<file path="src/rtl/brle_pkg.sv">
// Shared types and constants of the BMP RLE pixel decoder.
`default_nettype none

package brle_pkg;

  // Largest image dimension taken from the size registers.
  localparam int MaxDim = 4096;
  // Depth of the queue between the parser and the pixel stage.
  localparam int QDepth = 4;
  // Cursor width: holds any dimension up to 8191 plus one byte step.
  localparam int CurW = 14;

  // Input item kinds.
  localparam logic [1:0] CMD_LOAD  = 2'd0;
  localparam logic [1:0] CMD_DATA  = 2'd1;
  localparam logic [1:0] CMD_START = 2'd2;

  // Result status codes.
  localparam logic [1:0] ST_SPAN  = 2'd0;
  localparam logic [1:0] ST_END   = 2'd1;
  localparam logic [1:0] ST_ERROR = 2'd2;

  // Configuration register indexes.
  localparam logic [1:0] REG_MODE   = 2'd0;
  localparam logic [1:0] REG_WIDTH  = 2'd1;
  localparam logic [1:0] REG_HEIGHT = 2'd2;

  typedef enum logic [5:0] {
    PH_FIRST  = 6'b000001,
    PH_SECOND = 6'b000010,
    PH_DX     = 6'b000100,
    PH_DY     = 6'b001000,
    PH_ABS    = 6'b010000,
    PH_PAD    = 6'b100000
  } phase_e;

  typedef struct packed {
    logic        rle4;
    logic [12:0] width;
    logic [12:0] height;
  } cfg_t;

  // One queued operation: palette write, pixel span or status.
  typedef struct packed {
    logic        is_write;
    logic [1:0]  status;
    logic [11:0] row;
    logic [11:0] column;
    logic [7:0]  count;
    logic [7:0]  idx_a;   // first colour index, or palette entry for a write
    logic [7:0]  idx_b;
    logic [23:0] colour;  // write data
  } op_t;

  // Clamp a size register to the largest supported dimension.
  function automatic logic [12:0] eff_dim(input logic [12:0] v);
    return (32'(v) > MaxDim) ? 13'(MaxDim) : v;
  endfunction

endpackage

`default_nettype wire

</file>
<file path="src/rtl/brle_queue.sv">
// Short FIFO of parsed operations between parser and pixel stage.
`default_nettype none

module brle_queue
  import brle_pkg::*;
#(
  parameter int DEPTH = QDepth
) (
  input  wire logic clk_i,
  input  wire logic rst_ni,
  input  wire logic push_i,
  input  wire op_t  op_i,
  input  wire logic pop_i,
  output op_t       op_o,
  output logic      valid_o,
  output logic      full_o
);

  localparam int PtrW = (DEPTH > 1) ? $clog2(DEPTH) : 1;
  localparam int CntW = $clog2(DEPTH + 1);

  op_t             mem_q [DEPTH];
  logic [PtrW-1:0] wr_q, rd_q;
  logic [CntW-1:0] cnt_q;
  logic            do_push, do_pop;

  assign valid_o = (cnt_q != '0);
  assign full_o  = (cnt_q == CntW'(DEPTH));
  assign op_o    = mem_q[rd_q];
  assign do_push = push_i && !full_o;
  assign do_pop  = pop_i && valid_o;

  always_ff @(posedge clk_i) begin
    if (do_push) mem_q[wr_q] <= op_i;
  end

  always_ff @(posedge clk_i or negedge rst_ni) begin
    if (!rst_ni) begin
      wr_q  <= '0;
      rd_q  <= '0;
      cnt_q <= '0;
    end else begin
      if (do_push) wr_q <= (wr_q == PtrW'(DEPTH - 1)) ? '0 : wr_q + PtrW'(1);
      if (do_pop)  rd_q <= (rd_q == PtrW'(DEPTH - 1)) ? '0 : rd_q + PtrW'(1);
      if (do_push && !do_pop) cnt_q <= cnt_q + CntW'(1);
      else if (do_pop && !do_push) cnt_q <= cnt_q - CntW'(1);
    end
  end

  assert property (@(posedge clk_i) disable iff (!rst_ni)
    push_i |-> !full_o)
    else $error("push into full queue");

endmodule

`default_nettype wire

</file>
<file path="config.mk">
export PLATFORM = sky130hd
export DESIGN_NAME = brle_queue
export DESIGN_NICKNAME = d
export VERILOG_FILES = /design/src/rtl/brle_pkg.sv /design/src/rtl/brle_queue.sv
export SDC_FILE = /design/constraint.sdc
export NUM_CORES = 1
export LEC_CHECK = 0
export BUFFER_PORTS_ARGS = -buffer_cell sky130_fd_sc_hd__buf_4
export CAP_MARGIN = 40
export CORE_MARGIN = 4
export CORE_UTILIZATION = 57
export DETAILED_ROUTE_END_ITERATION = 7
export GPL_TIMING_DRIVEN = 1
export HOLD_SLACK_MARGIN = 0.08
export MAX_ROUTING_LAYER = met4
export PLACE_DENSITY = 0.78
export SLEW_MARGIN = 20
export SYNTH_ARGS = -nofsm -noshare
export SYNTH_HDL_FRONTEND = slang
export SYNTH_SLANG_ARGS = --single-unit
</file>
<file path="constraint.sdc">
create_clock -name clk_i -period 3.7 [get_ports clk_i]
set_input_delay 0.185 -clock clk_i [delete_from_list [all_inputs] [get_ports clk_i]]
set_output_delay 0.185 -clock clk_i [all_outputs]
set_load 0.02 [all_outputs]
</file>
* Word level (Yosys, flattened, before mapping)
Memory sizes are Yosys's and may differ from the RTL's.
Cells that the tools add are included.
** Storage, ports and cells
- Register bits :: 7
- Bits in writable memories :: 300
- Input port bits :: 79
- Word-level logic and storage cells :: 26
- Memories :: 1
** Memory list
- mem_q :: words 4, bits a word 75, read ports 1, clocked after Yosys merged registers in 0, wr ports 1, line brle_queue.sv:22 : op_t mem_q [DEPTH];
** Cells by class
- Add/subtract/negate cells :: 4
- Eq/ne operators :: 3
- Multiplexer cells :: 6
- Reductions and logical operators :: 9
** Operators by type and width (number)
- 3-bit 2-to-1 mux :: 2
- 2-bit by 1-bit adder with 2-bit output, second input constant :: 2
- 2-bit == test, second input constant :: 2
- 1-bit logical AND :: 4
- 2-bit 2-to-1 mux :: 2
- 3-bit by 1-bit adder with 3-bit output, second input constant :: 1
- 3-bit == test, second input constant :: 1
- 1-bit zero test :: 3
- 3-bit nonzero test :: 1
- 3-bit by 1-bit subtractor with 3-bit output, second input constant :: 1
- 1-bit 2-to-1 mux :: 2
- 2-bit nonzero test :: 1

* Longest topological paths before layout
- Depth after elaboration :: 7
- Gate-level depth with buffers :: 9
- Depth with buffers taken out :: 8

* Worst setup path after synthesis
No wires, ideal clock.
- Path type :: register to register
- Start :: reg cnt_q[2]
- End :: mem mem_q[0][0] (netlist name) (enable)
- Arrival time :: 2.649 ns
- Data required time :: 3.258 ns
- Slack :: 0.609 ns
- Cell stages (with the launch flop) :: 5
- Path buffers :: 1
- Period minus slack after synthesis :: 3.091 ns
- Cell sequence :: dfrtp_1 -> nor3b_1 -> nor2b_1 -> buf_2 -> and2_1
** Between the ends
- Longest elaborated chain between the ends :: 5
** Ends and longest elaborated chain
- start, declared :: line brle_queue.sv:24 : logic [CntW-1:0] cnt_q;
- start signal, assigned :: line brle_queue.sv:45 : if (do_push && !do_pop) cnt_q <= cnt_q + CntW'(1);
- start signal, assigned :: line brle_queue.sv:46 : else if (do_pop && !do_push) cnt_q <= cnt_q - CntW'(1);
- 3-bit == test :: line brle_queue.sv:28 : assign full_o = (cnt_q == CntW'(DEPTH));
- named net full_o :: line brle_queue.sv:16 : output logic full_o
- 1-bit zero test :: line brle_queue.sv:30 : assign do_push = push_i && !full_o;
- 1-bit logical AND :: line brle_queue.sv:30
- named net do_push :: line brle_queue.sv:25 : logic do_push, do_pop;
- 1-bit 2-to-1 mux :: line brle_queue.sv:34 : if (do_push) mem_q[wr_q] <= op_i;
- 1-bit 2-to-1 mux (not written as such) :: line brle_queue.sv:34
- end, declared :: line brle_queue.sv:22
The timed path passes the listed nets, and every way through them passes these cells.

* Worst setup path after layout
- Start :: reg cnt_q[2]
- End :: mem mem_q[3][51] (netlist name) (enable)
** Between the ends
- Longest elaborated chain between the ends :: 5
** Ends and longest elaborated chain (line)
- 3-bit == test :: brle_queue.sv:28
- 1-bit zero test :: brle_queue.sv:30
- 1-bit logical AND :: brle_queue.sv:30
- 1-bit 2-to-1 mux :: brle_queue.sv:34
- 1-bit 2-to-1 mux (not written as such) :: brle_queue.sv:34
Every way passes these cells.

==> flow_summary.yaml <==
yosys:
  syn_nets: 515
  syn_area_per_cell_sq_um: 26.3
  ys_seq_area_frac: 0.814
  synthesis.instances: 429
  synth_top_area_share: 0.798
  yosys.cell_types.count: 22
  syn_area_sq_um: 11300
  yosysTopAreaCell: "edfxtp_1"
  synthTopCellsByArea: "edfxtp_1 (80%), mux4_2 (15%), dfrtp_1 (1.6%)"
  ys.warnings.count: 0
  ys_seq_elements: 307
placed_design:
  portBuffers: 155
  place.gp.congestion: 0.706
  dp_hpwl_microns: 12600
floorplan:
  pin_count: 156
  chipWidth_microns: 149
  die_h_microns: 149
  start_util: 0.580
  core_area_sq_um: 19500
  rows: 51
  dieArea_sq_um: 22100
timing:
  fmax_mhz: 388
  relSlewSlack: 0.517
  hold_violations: 0
  min_period_ps: 2580
  holdWs_ps: 107
  setup_viol: 0
  finalCritPeriodShare: 0.696
  tns_ps: 0
  rsz0062_at_grt: "no"
  finClkSkew_ps: 17.1
  tightest_slew_ps: 724
  drv_slew: 0
global_route:
  grt_max_degree: 45
  met2_usage: 0.351
  globalRouteOverflowTotal: 0
  grt_usage: 0.217
  grt_pass1_wl_microns: 34700
  antenna_found_initial: 1
  grt_busiest_layer: "met2"
  use_met3: 0.0350
  grt.met1_usage: 0.286
  grt_pass1_vias: 6005
clocking:
  h-tree-depth: 1
  path_clk_slew_ps: 70
  postCtsSetupRepairBufs: 0
  clockRootBuffer: "clkbuf_16"
  ctsResizeCount: 0
  cts_made_buffers: 30
  clk_latency_ps: 550
  holdBufCountCts: 77
  cts_tree: "built"
  clock_path_buffers: 3
  cts.sinks: 307
critical_path:
  r2r-start: "cnt_q[2]$_DFFE_PN0P_"
  arrival_ps: 2770
  start_kind: "register"
  endpoint_kind: "register"
  crit_start: "cnt_q[2]$_DFFE_PN0P_"
  required_ps: 3890
  worstPathMaxFanout: 40
  reg2reg_setup_slack_ps: 1120
  worstSetupPathType: "reg -> reg"
detailed_routing:
  drc_errors: 0
  drtIter0Drc: 455
  wl_per_cell_microns: 23.4
  ant_nets: 0
  viasPerCell: 5.61
  drt-pass1-iter-count: 5
  totalWireLength_microns: 22800
  vias: 5471
cells_and_area:
  drive_gt1_frac: 0.415
  nets: 772
  area_growth_pct: 29.4
pwr:
  p_leak_nw: 5.09
  p_total_mw: 12.0
  ir_drop_mv: 0.531
  pwr_density_cell_nw_per_um2: 824
min_path:
  hold_path.class: "in -> reg"
  worstHoldStart: "pop_i"
flow_run:
  cap_violations: 0
run_status:
  status: "finished clean"
[worst paths after layout]
kind                                          end  depth (start not counted)
setup / recovery           mem_q[3][51]$_DFFE_PP_                          4
hold / removal                rd_q[1]$_DFFE_PN0P_                          3
setup reg to reg           mem_q[3][51]$_DFFE_PP_                          4
hold reg to reg              cnt_q[2]$_DFFE_PN0P_                          1
max in group asynchronous     rd_q[0]$_DFFE_PN0P_                          3
min in group asynchronous    cnt_q[1]$_DFFE_PN0P_                          3
[critical path, stage by stage (launching register included)]
cell and delay [ps]:
dfrtp_1 400, nor3b_1 160, nor2b_1 540, and2_4 660, buf_4 450
[metal layers]
| metal | vias to the layer above | share of wire |
|---|---|---|
| met5 | - | 0 |
| met4 | 0 | 0.033 |
| met3 | 59 | 0.058 |
| met2 | 240 | 0.52 |
| met1 | 2813 | 0.39 |
| li1 | 2359 | - |
[sequential cells by signal, summed over array words and instances (netlist names)]
| name | cells |
|---|---|
| mem_q | 300 |
| cnt_q | 3 |
| wr_q | 2 |
| rd_q | 2 |
[layout by cell type (no fill, tap or decap), drive strengths merged]
cell type    Yosys  routed
diode            0       1
edfxtp         300     300
xor2             2       2
buf             18     166
nor2b            1       1
mux4            75      75
xnor2            1       1
clkinv           0      16
inv              3       3
mux2             5       5
nor3b            1       1
bufinv           0       6
nor2             3       3
or3              1       1
clkbuf           0      34
fa               1       1
ha               6       6
dlygate4sd3      0      77
dfrtp            7       7
nand2            1       1
and2             4       4
[kinds of logic (layout without fill, tap and decap cells)]
kind of cell               after synthesis  count (layout)  synth area share
muxes                                   80              80             0.155
buffers and inverters                   21             302            0.0150
adders and majority gates                7               7           0.00842
and+or+nand+nor                         11              11           0.00532
xor gates and xnor gates                 3               3           0.00233
other                                    0               1                 0
DFF                                    307             307             0.814
[where the power goes]
| part | leakage (nW) | total [mW] | internal [mW] | switching (mW) |
|---|---|---|---|---|
| registers | 2.83 | 4.93 | 4.60 | 0.332 |
| clock network | 0.510 | 3.15 | 1.94 | 1.22 |
| logic | 1.75 | 3.95 | 1.86 | 2.09 |
| total | 5.09 | 12.0 | 8.39 | 3.64 |
[cells in the mapped netlist]
master    instances
nor2_1            3
inv_1             3
dfrtp_1           7
and2_1            4
mux4_2           75
edfxtp_1        300
or3_1             1
buf_1             3
buf_6             1
xor2_1            2
buf_12            3
nor3b_1           1
xnor2_1           1
nand2_1           1
buf_8             1
buf_2             6
mux2_4            2
ha_1              6
nor2b_1           1
buf_4             4
fa_1              1
mux2_2            3
[final cells by class]
class | count | area (sq um)
Inverter | 3 | 11.3
Sequential cell | 307 | 9190
Tap cell | 265 | 332
Fill cell | 1018 | 4860
Antenna cell | 1 | 2.50
Clock buffer | 34 | 787
Clock inverter | 22 | 255
Multi-Input combinational cell | 101 | 1940
Timing Repair Buffer | 243 | 2080
[through the flow]
step	utilization	setup WS, ps	instances	cell area, sq um
global placement	0.654	1220	840	12700
CTS	0.750	1130	975	14600
global route	0.750	988	976	14600
floorplan	-	609	429	11300
finish	0.750	1120	976	14600
detailed placement	0.657	1150	842	12800
Power figures use the tool's default switching activity.
