===== src/rtl/brle_pkg.sv =====
// Shared types and constants of the BMP RLE pixel decoder.
`default_nettype none

package brle_pkg;

  // Largest image dimension taken from the size registers.
  localparam int MaxDim = 4096;
  // Depth of the queue between the parser and the pixel stage.
  localparam int QDepth = 4;
  // Cursor width: holds any dimension up to 8191 plus one byte step.
  localparam int CurW = 14;

  // Input item kinds.
  localparam logic [1:0] CMD_LOAD  = 2'd0;
  localparam logic [1:0] CMD_DATA  = 2'd1;
  localparam logic [1:0] CMD_START = 2'd2;

  // Result status codes.
  localparam logic [1:0] ST_SPAN  = 2'd0;
  localparam logic [1:0] ST_END   = 2'd1;
  localparam logic [1:0] ST_ERROR = 2'd2;

  // Configuration register indexes.
  localparam logic [1:0] REG_MODE   = 2'd0;
  localparam logic [1:0] REG_WIDTH  = 2'd1;
  localparam logic [1:0] REG_HEIGHT = 2'd2;

  typedef enum logic [5:0] {
    PH_FIRST  = 6'b000001,
    PH_SECOND = 6'b000010,
    PH_DX     = 6'b000100,
    PH_DY     = 6'b001000,
    PH_ABS    = 6'b010000,
    PH_PAD    = 6'b100000
  } phase_e;

  typedef struct packed {
    logic        rle4;
    logic [12:0] width;
    logic [12:0] height;
  } cfg_t;

  // One queued operation: palette write, pixel span or status.
  typedef struct packed {
    logic        is_write;
    logic [1:0]  status;
    logic [11:0] row;
    logic [11:0] column;
    logic [7:0]  count;
    logic [7:0]  idx_a;   // first colour index, or palette entry for a write
    logic [7:0]  idx_b;
    logic [23:0] colour;  // write data
  } op_t;

  // Clamp a size register to the largest supported dimension.
  function automatic logic [12:0] eff_dim(input logic [12:0] v);
    return (32'(v) > MaxDim) ? 13'(MaxDim) : v;
  endfunction

endpackage

`default_nettype wire


===== src/rtl/brle_front.sv =====
// Stream parser: tracks cursor and escape phase, turns items into queued operations.
`default_nettype none

module brle_front
  import brle_pkg::*;
(
  input  wire logic        clk_i,
  input  wire logic        rst_ni,
  input  wire cfg_t        cfg_i,
  input  wire logic        accept_i,
  input  wire logic [1:0]  command_i,
  input  wire logic [7:0]  data_byte_i,
  input  wire logic [7:0]  entry_index_i,
  input  wire logic [23:0] entry_colour_i,
  output op_t              op_o,
  output logic             push_o
);

  phase_e           phase_q, phase_d;
  logic [CurW-1:0]  col_q, col_d;
  logic [CurW-1:0]  row_q, row_d;
  logic [7:0]       held_q, held_d;
  logic [7:0]       left_q, left_d;
  logic             pad_q, pad_d;
  logic             stopped_q, stopped_d;

  logic             span_req;
  logic [7:0]       span_n;
  logic [7:0]       span_a;
  logic [7:0]       span_b;
  logic             stat_req;
  logic [1:0]       stat_code;
  logic [12:0]      w_eff;
  logic [12:0]      h_eff;
  logic [CurW-1:0]  span_end;
  logic             four;
  logic [7:0]       b;
  logic [7:0]       abs_n;

  assign w_eff    = eff_dim(cfg_i.width);
  assign h_eff    = eff_dim(cfg_i.height);
  assign four     = cfg_i.rle4;
  assign b        = data_byte_i;
  assign span_end = col_q + CurW'(span_n);
  assign abs_n    = (four && left_q >= 8'd2) ? 8'd2 : 8'd1;

  always_comb begin
    phase_d   = phase_q;
    col_d     = col_q;
    row_d     = row_q;
    held_d    = held_q;
    left_d    = left_q;
    pad_d     = pad_q;
    stopped_d = stopped_q;
    span_req  = 1'b0;
    span_n    = '0;
    span_a    = '0;
    span_b    = '0;
    stat_req  = 1'b0;
    stat_code = ST_ERROR;
    op_o      = '0;
    push_o    = 1'b0;

    if (accept_i) begin
      unique case (command_i)
        CMD_LOAD: begin
          push_o        = 1'b1;
          op_o.is_write = 1'b1;
          op_o.idx_a    = entry_index_i;
          op_o.colour   = entry_colour_i;
        end
        CMD_START: begin
          phase_d   = PH_FIRST;
          col_d     = '0;
          row_d     = '0;
          held_d    = '0;
          left_d    = '0;
          pad_d     = 1'b0;
          stopped_d = 1'b0;
        end
        CMD_DATA: begin
          if (!stopped_q) begin
            unique case (phase_q)
              PH_FIRST: begin
                held_d  = b;
                phase_d = PH_SECOND;
              end
              PH_SECOND: begin
                phase_d = PH_FIRST;
                if (held_q != 8'd0) begin
                  span_req = 1'b1;
                  span_n   = held_q;
                  span_a   = four ? {4'd0, b[7:4]} : b;
                  span_b   = four ? {4'd0, b[3:0]} : b;
                end else if (b == 8'h00) begin
                  // end of line
                  if (row_q >= CurW'(h_eff)) begin
                    stat_req = 1'b1;
                  end else begin
                    col_d = '0;
                    row_d = row_q + CurW'(1);
                  end
                end else if (b == 8'h01) begin
                  stat_req  = 1'b1;
                  stat_code = ST_END;
                end else if (b == 8'h02) begin
                  phase_d = PH_DX;
                end else begin
                  left_d  = b;
                  // pad when the group uses an odd number of bytes
                  pad_d   = four ? (b[1] ^ b[0]) : b[0];
                  phase_d = PH_ABS;
                end
              end
              PH_DX: begin
                held_d  = b;
                phase_d = PH_DY;
              end
              PH_DY: begin
                phase_d = PH_FIRST;
                col_d   = col_q + CurW'(held_q);
                row_d   = row_q + CurW'(b);
                if (col_d >= CurW'(w_eff) || row_d >= CurW'(h_eff)) stat_req = 1'b1;
              end
              PH_ABS: begin
                left_d = (left_q >= abs_n) ? left_q - abs_n : 8'd0;
                if (left_d == 8'd0) phase_d = pad_q ? PH_PAD : PH_FIRST;
                span_req = 1'b1;
                span_n   = abs_n;
                span_a   = four ? {4'd0, b[7:4]} : b;
                if (!four) span_b = b;
                else if (abs_n == 8'd2) span_b = {4'd0, b[3:0]};
                else span_b = {4'd0, b[7:4]};
              end
              PH_PAD: begin
                phase_d = PH_FIRST;
              end
              default: begin
                phase_d = PH_FIRST;
              end
            endcase
          end
        end
        default: ;
      endcase

      if (span_req) begin
        if (row_q >= CurW'(h_eff) || span_end > CurW'(w_eff)) begin
          stat_req = 1'b1;
        end else begin
          push_o      = 1'b1;
          op_o.status = ST_SPAN;
          op_o.row    = row_q[11:0];
          op_o.column = col_q[11:0];
          op_o.count  = span_n;
          op_o.idx_a  = span_a;
          op_o.idx_b  = span_b;
          col_d       = span_end;
        end
      end

      if (stat_req) begin
        push_o      = 1'b1;
        op_o.status = stat_code;
        stopped_d   = 1'b1;
      end
    end
  end

  always_ff @(posedge clk_i or negedge rst_ni) begin
    if (!rst_ni) begin
      phase_q   <= PH_FIRST;
      col_q     <= '0;
      row_q     <= '0;
      held_q    <= '0;
      left_q    <= '0;
      pad_q     <= 1'b0;
      stopped_q <= 1'b0;
    end else begin
      phase_q   <= phase_d;
      col_q     <= col_d;
      row_q     <= row_d;
      held_q    <= held_d;
      left_q    <= left_d;
      pad_q     <= pad_d;
      stopped_q <= stopped_d;
    end
  end

  // once stopped, only palette writes may be queued
  assert property (@(posedge clk_i) disable iff (!rst_ni)
    (stopped_q && push_o) |-> op_o.is_write)
    else $error("span or status queued while stopped");

  // a queued span always lies inside the row
  assert property (@(posedge clk_i) disable iff (!rst_ni)
    (push_o && !op_o.is_write && op_o.status == ST_SPAN) |-> (span_end <= CurW'(w_eff)))
    else $error("span passes row end");

endmodule

`default_nettype wire


===== config.mk =====
export PLATFORM = sky130hd
export DESIGN_NAME = brle_front
export DESIGN_NICKNAME = d
export VERILOG_FILES = /design/src/rtl/brle_pkg.sv /design/src/rtl/brle_front.sv
export SDC_FILE = /design/constraint.sdc
export NUM_CORES = 1
export LEC_CHECK = 0
export BUFFER_PORTS_ARGS = -buffer_cell sky130_fd_sc_hd__buf_2
export CAP_MARGIN = 25
export CORE_MARGIN = 2
export CORE_UTILIZATION = 57
export CTS_BUF_LIST = sky130_fd_sc_hd__clkbuf_8
export CTS_CLUSTER_DIAMETER = 100
export DETAILED_ROUTE_END_ITERATION = 8
export GPL_TIMING_DRIVEN = 1
export PLACE_DENSITY_LB_ADDON = 0.12
export SYNTH_ARGS = -nofsm -noshare
export SYNTH_HDL_FRONTEND = slang
export SYNTH_SLANG_ARGS = --single-unit

===== constraint.sdc =====
create_clock -name clk_i -period 7.8 [get_ports clk_i]
set_clock_uncertainty 0.05 [all_clocks]
set_input_delay 0.39 -clock clk_i [delete_from_list [all_inputs] [get_ports clk_i]]
set_output_delay 0.39 -clock clk_i [all_outputs]
set_load 0.03 [all_outputs]

; ---- Word-level counts from Yosys, hierarchy flattened
; Index checks and enable logic that the tools add are counted.
[word_totals]
input_bits = 72
regBits = 52
word_cells = 160
out_inout_bits = 76
[classes]
n_mux = 97
reduce_logical = 16
n_addsub = 5
n_eq_ne = 26
n_bitwise = 1
n_lt_le_gt_ge = 8
[ops]
columns = op, count
row1 = two-way mux 8 bit, 22
row2 = two-way mux 14 bit, 10
row3 = one-hot mux 14 bit (2 select lines), 4
row4 = two-way mux 48 bit, 2
row5 = one-hot mux 8 bit (2 select lines), 6
row6 = two-way mux 75 bit, 1
row7 = adder 14 x 8 -> 14 bit, 3
row8 = greater-or-equal comparator 14 x 13 -> 1 bit, 3
row9 = two-way mux 1 bit, 28
row10 = "> comparator 13 bit, second input constant", 2
row11 = two-way mux 13 bit, 2
row12 = two-way mux 24 bit, 1
row13 = one-hot mux 6 bit (4 select lines), 1
row14 = "!= test 3 bit, second input constant", 7
row15 = two-way mux 5 bit, 4
row16 = two-way mux 6 bit, 3
row17 = zero test 8 bit, 2
row18 = two-way mux 2 bit, 8
row19 = AND reduction 8 bit, 2
row20 = "adder 14 x 1 -> 14 bit, second input constant", 1
row21 = > comparator 14 x 13 -> 1 bit, 1
row22 = "!= test 2 bit, second input constant", 6
row23 = one-hot mux 6 bit (2 select lines), 1
row24 = "== test 8 x 1 -> 1 bit, second input constant", 1
row25 = 26 further kinds, 32

; ---- Longest topological paths before layout
; Gate-level depths: netlist (run 1).
[depth]
ltp_word = 15
mapped_depth = 25

; ---- Worst setup path after synthesis (run 1)
; No wires, ideal clock.
[synth_timing]
path_type = register to output
from = reg left_q[5]
to = out op_o[40] (netlist bit)
t_arrival_ns = 5.876
path_stages_with_launch = 23
n_path_buf = 1
required_time_ns = 7.360
path_slack_ns = 1.484
cell_sequence = dfrtp_1 -> or3_1 -> or3_1 -> nor3_1 -> nand2b_1 -> nor2_1 -> a21oi_1 -> nor2_1 -> fa_1 -> a21oi_1 -> nor2b_1 -> o31a_1 -> o41ai_1 -> nor2_1 -> xor2_1 -> ha_1 -> nand4_1 -> or4_1 -> o311a_1 -> nor3_1 -> nand3_1 -> clkbuf_1 -> nor3_1
[synth_rtl]
columns = element, line_no
row1 = "start, declared", brle_front.sv:23  ; logic [7:0] left_q, left_d;
row2 = "start signal, assigned", brle_front.sv:184  ; left_q <= left_d;
row3 = "end, declared", brle_front.sv:15  ; output op_t op_o,

; ---- Worst setup path after layout (run 1)
[layout_timing]
from = reg left_q[4]
to = out push_o
[layout_via]
elab_chain_len = 15
elab_cells_between_ends = 17
classes_between = add/sub: 1 / order compare: 2 / mux: 12 / reduce/logical: 2
[layout_lines]
columns = element, line_no
row1 = greater-or-equal comparator 8 x 2 -> 1 bit (*), brle_front.sv:45  ; assign abs_n = (four && left_q >= 8'd2) ? 8'd2 : 8'd1;
row2 = logical AND 1 bit (*), brle_front.sv:45
row3 = two-way mux 2 bit (*), brle_front.sv:45
row4 = one-hot mux 8 bit (2 select lines) (*), brle_front.sv:83  ; unique case (phase_q)
row5 = two-way mux 8 bit (*), brle_front.sv:82  ; if (!stopped_q) begin
row6 = two-way mux 8 bit (*), brle_front.sv:65  ; unique case (command_i)
row7 = two-way mux 8 bit (*), brle_front.sv:64  ; if (accept_i) begin
row8 = adder 14 x 8 -> 14 bit (*), brle_front.sv:44  ; assign span_end = col_q + CurW'(span_n);
row9 = > comparator 14 x 13 -> 1 bit (*), brle_front.sv:148  ; if (row_q >= CurW'(h_eff) || span_end > CurW'(w_eff)) begin
row10 = logical OR 1 bit (*), brle_front.sv:148
row11 = two-way mux 1 bit, brle_front.sv:148
row12 = two-way mux 1 bit, brle_front.sv:147  ; if (span_req) begin
row13 = two-way mux 1 bit, brle_front.sv:64
row14 = two-way mux 1 bit (*), brle_front.sv:162  ; if (stat_req) begin
row15 = two-way mux 1 bit (*), brle_front.sv:64
row16 = "end, declared", brle_front.sv:16  ; output logic push_o
; Every way passes the cells marked *; elsewhere a longest branch is shown, timed or not. The select of a mux whose other input is x is not followed.

==> impl_metrics.csv, run 1 <==
group,metric,value,unit
synthesis,synth_top_family_by_area,"simple AND/OR/NAND/NOR gates",
synthesis,yosysTopAreaCellShare,0.1917,
grt,grt.overflow.total,0,
worst_setup_path,cp-start-kind,"flop",
worst_setup_path,path_cells,"or3_1, or3_1, nor3_1, nand2b_1, nor2_1, a21oi_1, nor2_1, fa_1, a21oi_1, nor2b_1, o31a_1, o41ai_1, buf_4, nor2_1, xor2_1, ha_1, nand4_1, or4_1, o311a_1, nor3_1, nand4b_1, o211ai_1, buf_2",
worst_setup_path,crit_family,"simple AND/OR/NAND/NOR gates",
synthesis,synth_xor_area_frac,0.04868,
synthesis,yosys.area_share.adder,0.1718,
worst_setup_path,required,7360,ps
worst_setup_path,crit_cells,23,
clock_network,cts.sinks,52,
synthesis,yosysUniqueCellTypes,73,
detailed_routing,postRouteAntennaNets,0,
synthesis,synth_nets,1013,
timing,fmaxAchievable,136.5,MHz
run_status,status,"finished clean",
die,die-area,12560,um^2
power,total_power,0.8593,mW
detailed_routing,drt_iter0_markers,522,
worst_setup_path,cp_num_buf_inv,2,
finish,final_common_cell,"buf_2",
synthesis,synthArstFlopShare,1.000,
detailed_routing,drt_wl_total,20.63,mm
synthesis,synth_edf_count,0,
placed_design,io_buffers,147,
die,ios,148,
finish,fill_cells,1049,
synthesis,ys_ff_latch,52,
detailed_routing,viasPerCell,6.184,
timing,whs,122.1,ps
placed_design,dp.cells,1114,
power,ir_worst_vdd,0.08083,mV
placed_design,place.gp.congestion,0.9239,
die,fp.dieH,112.1,um
grt,grt_start_max_net_pins,53,
worst_setup_path,reg2reg_depth,24,
timing,slew_headroom,0.4215,
synthesis,yosysWarnings,0,
timing,hold_viol_final,0,
hold_path,hold_path_class,"in2async",
synthesis,synthCells,852,
worst_setup_path,path_class,"reg2out",
clock_network,h-tree-depth,2,
detailed_routing,vias,6939,
detailed_routing,first_pass_iters,6,
clock_network,clockBufferDepth,2,
finish,num_antenna_cells,0,
timing,setup_slack,473.0,ps
worst_setup_path,worstSetupEndpointType,"primary output",
clock_network,clk_latency,350,ps
synthesis,synthMuxAreaShare,0.02237,
finish,final_util,0.6635,
worst_setup_path,path_max_fanout,11,
clock_network,cts_tree,"built",
synthesis,synthesis.area,6656,um^2
detailed_routing,post_drt_wl_per_cell,18.38,um
worst_setup_path,cpPeakStageDelay,620,ps
power,p_per_area,113.4,nW/um^2
finish,layout-drive-gt1-share,0.2012,
synthesis,synth.area.top_cells,"dfrtp_1, ha_1, nand2_1",
power,p_leak,3.936,nW
finish,fin_cells,1122,
synthesis,synth-compound-area-share,0.2398,
synthesis,seq_area_frac_synth,0.1957,
die,fp-row-count,39,
grt,grt_pass1_wl,33.40,mm
timing,period_needed,7327,ps
placed_design,placed_cell_area,7467,um^2
detailed_routing,route.detailed.drc,0,
timing,setup_viol,0,
grt,track_usage,0.3249,
timing,tns,0,ps
die,chipWidth,112.1,um
clock_network,numCtsBuffers,5,
job,drv_cap,0,
worst_setup_path,crit_start,"left_q[4]",
clock_network,cts.clk_slew.worst_paths,120,ps
synthesis,ys.flop_type,"dfrtp_1",
timing,drv_slew,0,
finish,layout_common_cells,"buf_2, nand2_1, ha_1",
die,start_util,0.5829,
finish,area_growth,13.82,%
grt,antenna_found_initial,0,
worst_setup_path,reg2reg_to,"col_q[9]",
timing,worst_slew_pin_slew,862.0,ps
placed_design,place_ws,817.4,ps
worst_setup_path,worstPathArrival,6890,ps
synthesis,synth-simple-area-share,0.2754,
worst_setup_path,critPathCapture,"push_o",
finish,final_net_count,1139,
finish,design_area,7576,um^2
grt,grt_pass1_vias,6464,
placed_design,dp_hpwl,15.51,mm
clock_network,root_buffer,"clkbuf_8",
worst_setup_path,cp_common_cell,"nor2_1",
clock_network,cts-hold-fix-buffers,0,
synthesis,syn_avg_cell_area,7.813,um^2
timing,finalCritPeriodShare,0.9394,
worst_setup_path,rrSetupSlack,940,ps
die,core-area,11420,um^2
worst_setup_path,slowest_stage,"nand4b_1",
synthesis,synth_top_cell_by_area,"dfrtp_1",
worst_setup_path,rr_startpoint,"left_q[4]",
timing,rsz0062_at_grt,"false",
## how the worst min path moves through the flow
stage | start | to | slack [ps] | cells past startpoint
floorplan | rst_ni | col_q[0] | 40 | 0
global placement | left_q[0] | left_q[0] | 410 | 2
detailed placement | left_q[0] | left_q[0] | 420 | 2
CTS | rst_ni | left_q[4] | 140 | 2
global route | rst_ni | left_q[3] | 160 | 2
finish | rst_ni | held_q[6] | 120 | 2
## cell families (layout without fill, tap and decap cells)
kind of cell    after synthesis  count (layout)
fa+ha+maj                    89              89
compound gates              239             239
buf+inv                      69             196
flops                        52              52
simple gates                352             352
xor+xnor                     37              37
mux                          14              14
## synthesized netlist by cell type (all sizes together) (12+ instances only)
cell type,count
dfrtp,51
a21o,13
o21ai,63
nand2,97
and3,41
xor2,17
and2,37
nor3,27
o31ai,12
ha,85
inv,30
clkbuf,28
nand4,15
a22oi,13
nand3,18
nor2,64
a21oi,53
xnor2,20
## layer usage
layer / vias up / part of all wire / global-route usage
met2: 296 / 0.47 / 0.5374
li1: 3402 / - / -
met3: 29 / 0.075 / 0.04914
met4: 0 / 0.019 / 0.09187
met5: - / 0 / 0
met1: 3212 / 0.43 / 0.4458
## where the power goes
part           total (mW)  internal (mW)  switching (mW)  leakage (nW)
clock               0.189         0.0683           0.121        0.0511
combinational       0.348          0.141           0.208          3.17
sequential          0.322          0.290          0.0320         0.713
## area by class of cell
| type | instances | area (um^2) | share of cell area |
|---|---|---|---|
| clock buffers | 5 | 68.82 | 0.009083 |
| flip-flops and latches | 52 | 1303 | 0.1719 |
| clock inverters | 3 | 28.78 | 0.003799 |
| multi-input cells | 731 | 5066 | 0.6687 |
| inverters | 30 | 112.6 | 0.01486 |
| repair buffers | 158 | 818.3 | 0.1080 |
| well taps | 143 | 178.9 | 0.02362 |
## flip-flops by register name, indices dropped and copies added, names as in the netlist
| name | count |
|---|---|
| row_q | 14 |
| pad_q | 1 |
| left_q | 8 |
| held_q | 8 |
| stopped_q | 1 |
| col_q | 14 |
| phase_q | 6 |
## timing repair
action                     CTS  global route
setup endpoints to repair    0            11
buffers inserted             0             0
resized for setup            0             3
Note: power is estimated with default switching activity, not from simulation.
==> inputs of run 2 (changes only) <==
- CORE_UTILIZATION: 57 -> 35
==> impl_metrics.csv, run 2 (synthesis gave the netlist of run 1 again) <==
group,metric,value,unit
grt,antenna_found_initial,0,
grt,grt.overflow.total,0,
clock_network,root_buffer,"clkbuf_8",
worst_setup_path,crit_start,"left_q[4]",
worst_setup_path,path_cells,"or3_1, or3_1, nor3_1, nand2b_1, nor2_1, a21oi_1, nor2_1, fa_1, a21oi_1, nor2b_1, o31a_1, o41ai_2, nor2_1, xor2_1, ha_1, nand4_1, or4_1, o21ai_0, and2_2, nand4b_1, nor2_1, buf_2",
finish,fin_cells,1213,
worst_setup_path,critPathCapture,"op_o[68]",
timing,hold_viol_final,0,
detailed_routing,first_pass_iters,5,
worst_setup_path,cp_common_cell,"nor2_1",
die,fp.dieH,141.9,um
placed_design,place_ws,698.3,ps
detailed_routing,drt_wl_total,22.70,mm
worst_setup_path,reg2reg_to,"col_q[9]",
worst_setup_path,path_class,"reg2out",
finish,final_net_count,1139,
placed_design,dp.cells,1205,
die,start_util,0.3559,
job,drv_cap,0,
worst_setup_path,rr_startpoint,"left_q[4]",
clock_network,cts_tree,"built",
detailed_routing,drt_iter0_markers,415,
detailed_routing,viasPerCell,5.672,
finish,layout_common_cells,"buf_2, nand2_1, ha_1",
run_status,status,"finished clean",
power,total_power,0.8815,mW
worst_setup_path,rrSetupSlack,980,ps
timing,worst_slew_pin_slew,936.9,ps
worst_setup_path,reg2reg_depth,23,
clock_network,cts.clk_slew.worst_paths,100,ps
worst_setup_path,required,7360,ps
die,ios,148,
finish,fill_cells,2004,
worst_setup_path,cpPeakStageDelay,540,ps
clock_network,numCtsBuffers,5,
worst_setup_path,worstSetupEndpointType,"primary output",
timing,setup_viol,0,
die,die-area,20140,um^2
timing,fmaxAchievable,138.4,MHz
timing,period_needed,7225,ps
clock_network,h-tree-depth,2,
die,fp-row-count,50,
worst_setup_path,cp-start-kind,"flop",
power,ir_worst_vdd,0.07457,mV
timing,tns,0,ps
placed_design,dp_hpwl,17.51,mm
finish,area_growth,15.75,%
grt,grt_pass1_wl,35.29,mm
finish,largestRegisters,"col_q: 14 flops, row_q: 14 flops",
finish,layout-drive-gt1-share,0.1992,
worst_setup_path,worstPathArrival,6780,ps
placed_design,place.gp.congestion,0.8896,
grt,grt_start_max_net_pins,53,
timing,drv_slew,0,
timing,slew_headroom,0.3712,
grt,grt_pass1_vias,6519,
finish,final_common_cell,"buf_2",
timing,rsz0062_at_grt,"false",
placed_design,io_buffers,147,
die,chipWidth,141.9,um
timing,whs,136.7,ps
hold_path,hold_path_class,"in2async",
grt,track_usage,0.2229,
timing,setup_slack,575.4,ps
die,core-area,18710,um^2
detailed_routing,post_drt_wl_per_cell,18.71,um
clock_network,cts.sinks,52,
worst_setup_path,path_max_fanout,11,
detailed_routing,vias,6880,
detailed_routing,postRouteAntennaNets,0,
timing,finalCritPeriodShare,0.9262,
clock_network,clockBufferDepth,2,
power,p_per_area,114.4,nW/um^2
power,p_leak,3.957,nW
finish,num_antenna_cells,0,
worst_setup_path,slowest_stage,"or4_1",
clock_network,clk_latency,340,ps
detailed_routing,route.detailed.drc,0,
clock_network,cts_setup_buffers,0,
[run 2: changes by cell type in the layout (fill, tap and decap cells not counted), sizes merged]
cell    change
bufinv      +1
inv         -1
[run 2: critical path, delay by kind of cell, from the launching register on]
| family | cells | cell delay, ps |
|---|---|---|
| compound gates | 5 | 1420 |
| xor+xnor | 1 | 180 |
| fa+ha+maj | 2 | 760 |
| buf+inv | 1 | 260 |
| flops | 1 | 440 |
| simple gates | 13 | 3380 |
[run 2: worst min-delay path by stage]
stage,start,endpoint,slack (ps),cells after the start
floorplan,rst_ni,col_q[0],40,0
global placement,left_q[0],left_q[0],420,2
detailed placement,left_q[0],left_q[0],420,2
CTS,rst_ni,left_q[4],170,2
global route,rst_ni,left_q[4],200,2
finish,rst_ni,left_q[4],140,2
[run 2: cell type report]
cell class | count | area [um^2] | share of cell area
multi-input cells | 731 | 5067 | 0.6577
flip-flops and latches | 52 | 1303 | 0.1690
repair buffers | 158 | 818.3 | 0.1062
well taps | 234 | 292.8 | 0.03800
inverters | 30 | 112.6 | 0.01462
clock buffers | 5 | 68.82 | 0.008931
clock inverters | 3 | 42.54 | 0.005521
[run 2: timing repair]
| action | CTS | global route |
|---|---|---|
| endpoints found under the setup margin | 0 | 49 |
| hold buffers | 0 | 0 |
| gates resized for setup | 0 | 2 |
[run 2: power by group]
| group | switching (mW) | internal (mW) |
|---|---|---|
| clock network | 0.110 | 0.0961 |
| logic | 0.211 | 0.141 |
| registers | 0.0334 | 0.290 |
| total | 0.354 | 0.527 |
[run 2: per-layer routing]
layer	up-vias	routed length (um)	global-route usage	share of wire
li1	3403	-	-	-
met1	3254	10630	0.3037	0.47
met2	191	10530	0.3733	0.46
met3	32	1072	0.03004	0.047
met4	0	454	0.05632	0.020
met5	-	0	0	0
[run 2: through the flow]
step	utilization	cell area [um^2]
after floorplan	-	6656
after global placement	0.4049	7574
after detailed placement	0.4053	7581
after CTS	0.4112	7692
after global routing	0.4119	7705
final	0.4119	7705
==> inputs of run 3 (changes only) <==
==> constraint.sdc (replaced) <==
create_clock -name clk_i -period 7.8 [get_ports clk_i]
set_clock_uncertainty 0.05 [all_clocks]
set_input_delay 0.78 -clock clk_i [delete_from_list [all_inputs] [get_ports clk_i]]
set_output_delay 0.78 -clock clk_i [all_outputs]
set_load 0.03 [all_outputs]
==> impl_metrics.csv, run 3 (synthesis gave the netlist of run 1 again) <==
group,metric,value,unit
timing,drv_slew,0,
timing,finalCritPeriodShare,0.9315,
clock_network,cts.clk_slew.worst_paths,110,ps
power,p_int,0.5045,mW
die,core-area,18710,um^2
clock_network,root_buffer,"clkbuf_8",
finish,final_common_cell,"buf_2",
detailed_routing,drt_iter0_markers,486,
placed_design,placed_cell_area,7589,um^2
timing,slew_headroom,0.3950,
die,ios,148,
finish,largestRegisters,"col_q: 14 flops, row_q: 14 flops",
clock_network,cts.sinks,52,
power,p_leak,3.946,nW
timing,period_needed,7266,ps
detailed_routing,post_drt_wl_per_cell,18.97,um
placed_design,dp_hpwl,17.53,mm
die,fp-row-count,50,
finish,area_growth,15.70,%
detailed_routing,drt_wl_total,23.05,mm
timing,tns,0,ps
timing,worst_slew_pin_slew,901.5,ps
power,power_frac_seq,0.376,
worst_setup_path,worstPathArrival,6440,ps
job,drv_cap,0,
timing,setup_slack,533.9,ps
placed_design,io_buffers,147,
timing,hold_viol_final,0,
grt,grt.overflow.total,0,
power,p_per_area,111.6,nW/um^2
timing,fmaxAchievable,137.6,MHz
power,p_comb_frac,0.409,
finish,final_net_count,1141,
grt,grt_start_max_net_pins,53,
worst_setup_path,cp-start-kind,"flop",
placed_design,dp.cells,1206,
detailed_routing,vias,6905,
placed_design,place_ws,609.4,ps
grt,antenna_found_initial,0,
power,ir_worst_vdd,0.07669,mV
grt,track_usage,0.2287,
run_status,status,"finished clean",
power,total_power,0.8591,mW
finish,design_area,7701,um^2
clock_network,numCtsBuffers,5,
finish,num_antenna_cells,0,
finish,fin_cells,1215,
placed_design,place.gp.congestion,0.9366,
clock_network,clk_latency,340,ps
die,die-area,20140,um^2
clock_network,cts_tree,"built",
worst_setup_path,path_class,"reg2out",
detailed_routing,route.detailed.drc,0,
worst_setup_path,worstSetupEndpointType,"primary output",
finish,layout-drive-gt1-share,0.2029,
detailed_routing,viasPerCell,5.683,
worst_setup_path,path_max_fanout,17,
grt,grt_pass1_wl,36.47,mm
grt,grt_pass1_vias,6715,
detailed_routing,first_pass_iters,5,
clock_network,clockBufferDepth,2,
timing,setup_viol,0,
power,p_clk_frac,0.215,
power,p_switching,0.3547,mW
worst_setup_path,required,6970,ps
hold_path,hold_path_class,"reg2reg",
clock_network,h-tree-depth,2,
timing,rsz0062_at_grt,"false",
die,fp.dieH,141.9,um
finish,layout_common_cells,"buf_2, nand2_1, ha_1",
detailed_routing,postRouteAntennaNets,0,
die,start_util,0.3559,
power,p_sw_frac,0.4128,
die,chipWidth,141.9,um
run 3: worst paths after layout:
path                             end  depth (start not counted)  startpoint  slack (ps)
min reg2reg                left_q[0]                          2   left_q[0]         440
min in group asynchronous  left_q[4]                          2      rst_ni         530
max                         op_o[49]                         24   left_q[4]         530
max in group asynchronous  row_q[10]                          2      rst_ni        6640
min                        left_q[0]                          2   left_q[0]         440
max reg2reg                 col_q[9]                         24   left_q[4]        1150
run 3: layout make-up:
type / count / area (um^2)
fillers: 1982 / 11000
multi-input cells: 731 / 5064
flip-flops and latches: 52 / 1303
repair buffers: 160 / 833.3
well taps: 234 / 292.8
inverters: 30 / 112.6
clock buffers: 6 / 82.58
clock inverters: 2 / 13.76
run 3: critical path: stages, from the launching register on:
cell and delay [ps]:
dfrtp_1 450, or3_1 420, or3_1 340, nor3_1 220, nand2b_2 240, nor2_1 70, a21oi_1 160, nor2_1 100
fa_1 450, a21oi_1 150, nor2b_1 70, o31a_1 260, o41ai_1 290, buf_4 200, nor2_1 50, xor2_1 150
ha_1 310, nand4_1 100, or4_1 540, o311a_1 220, nor3_2 250, and4b_2 400, buf_4 290, and2_1 160
buf_2 190
run 3: power by group through the flow:
stage	Clock (mW)	Combinational, mW	Sequential, mW
floorplan	0	0.254	0.313
global placement	0	0.347	0.329
detailed placement	0	0.346	0.328
CTS	0.193	0.350	0.323
global route	0.203	0.397	0.328
finish	0.185	0.352	0.323
run 3: per-layer routing:
layer | vias up | global-route usage | routed length [um]
met3 | 16 | 0.02362 | 1040
met4 | 0 | 0.04526 | 250
met2 | 186 | 0.3896 | 10820
li1 | 3421 | - | -
met1 | 3282 | 0.3156 | 10940
met5 | - | 0 | 0
run 3: repair_timing:
| item | in CTS | in global routing |
|---|---|---|
| endpoints found under the setup margin | 0 | 44 |
| hold endpoints to repair | 0 | 0 |
| buffers inserted | 0 | 1 |
| resized for setup | 0 | 4 |
| hold buffers | 0 | 0 |
run 3: through the flow:
step                  util  hold WS [ps]
floorplan                -         398.5
global placement    0.4057         412.2
detailed placement  0.4057         424.7
CTS                 0.4108         451.5
global route        0.4117         480.8
finish              0.4117         443.7
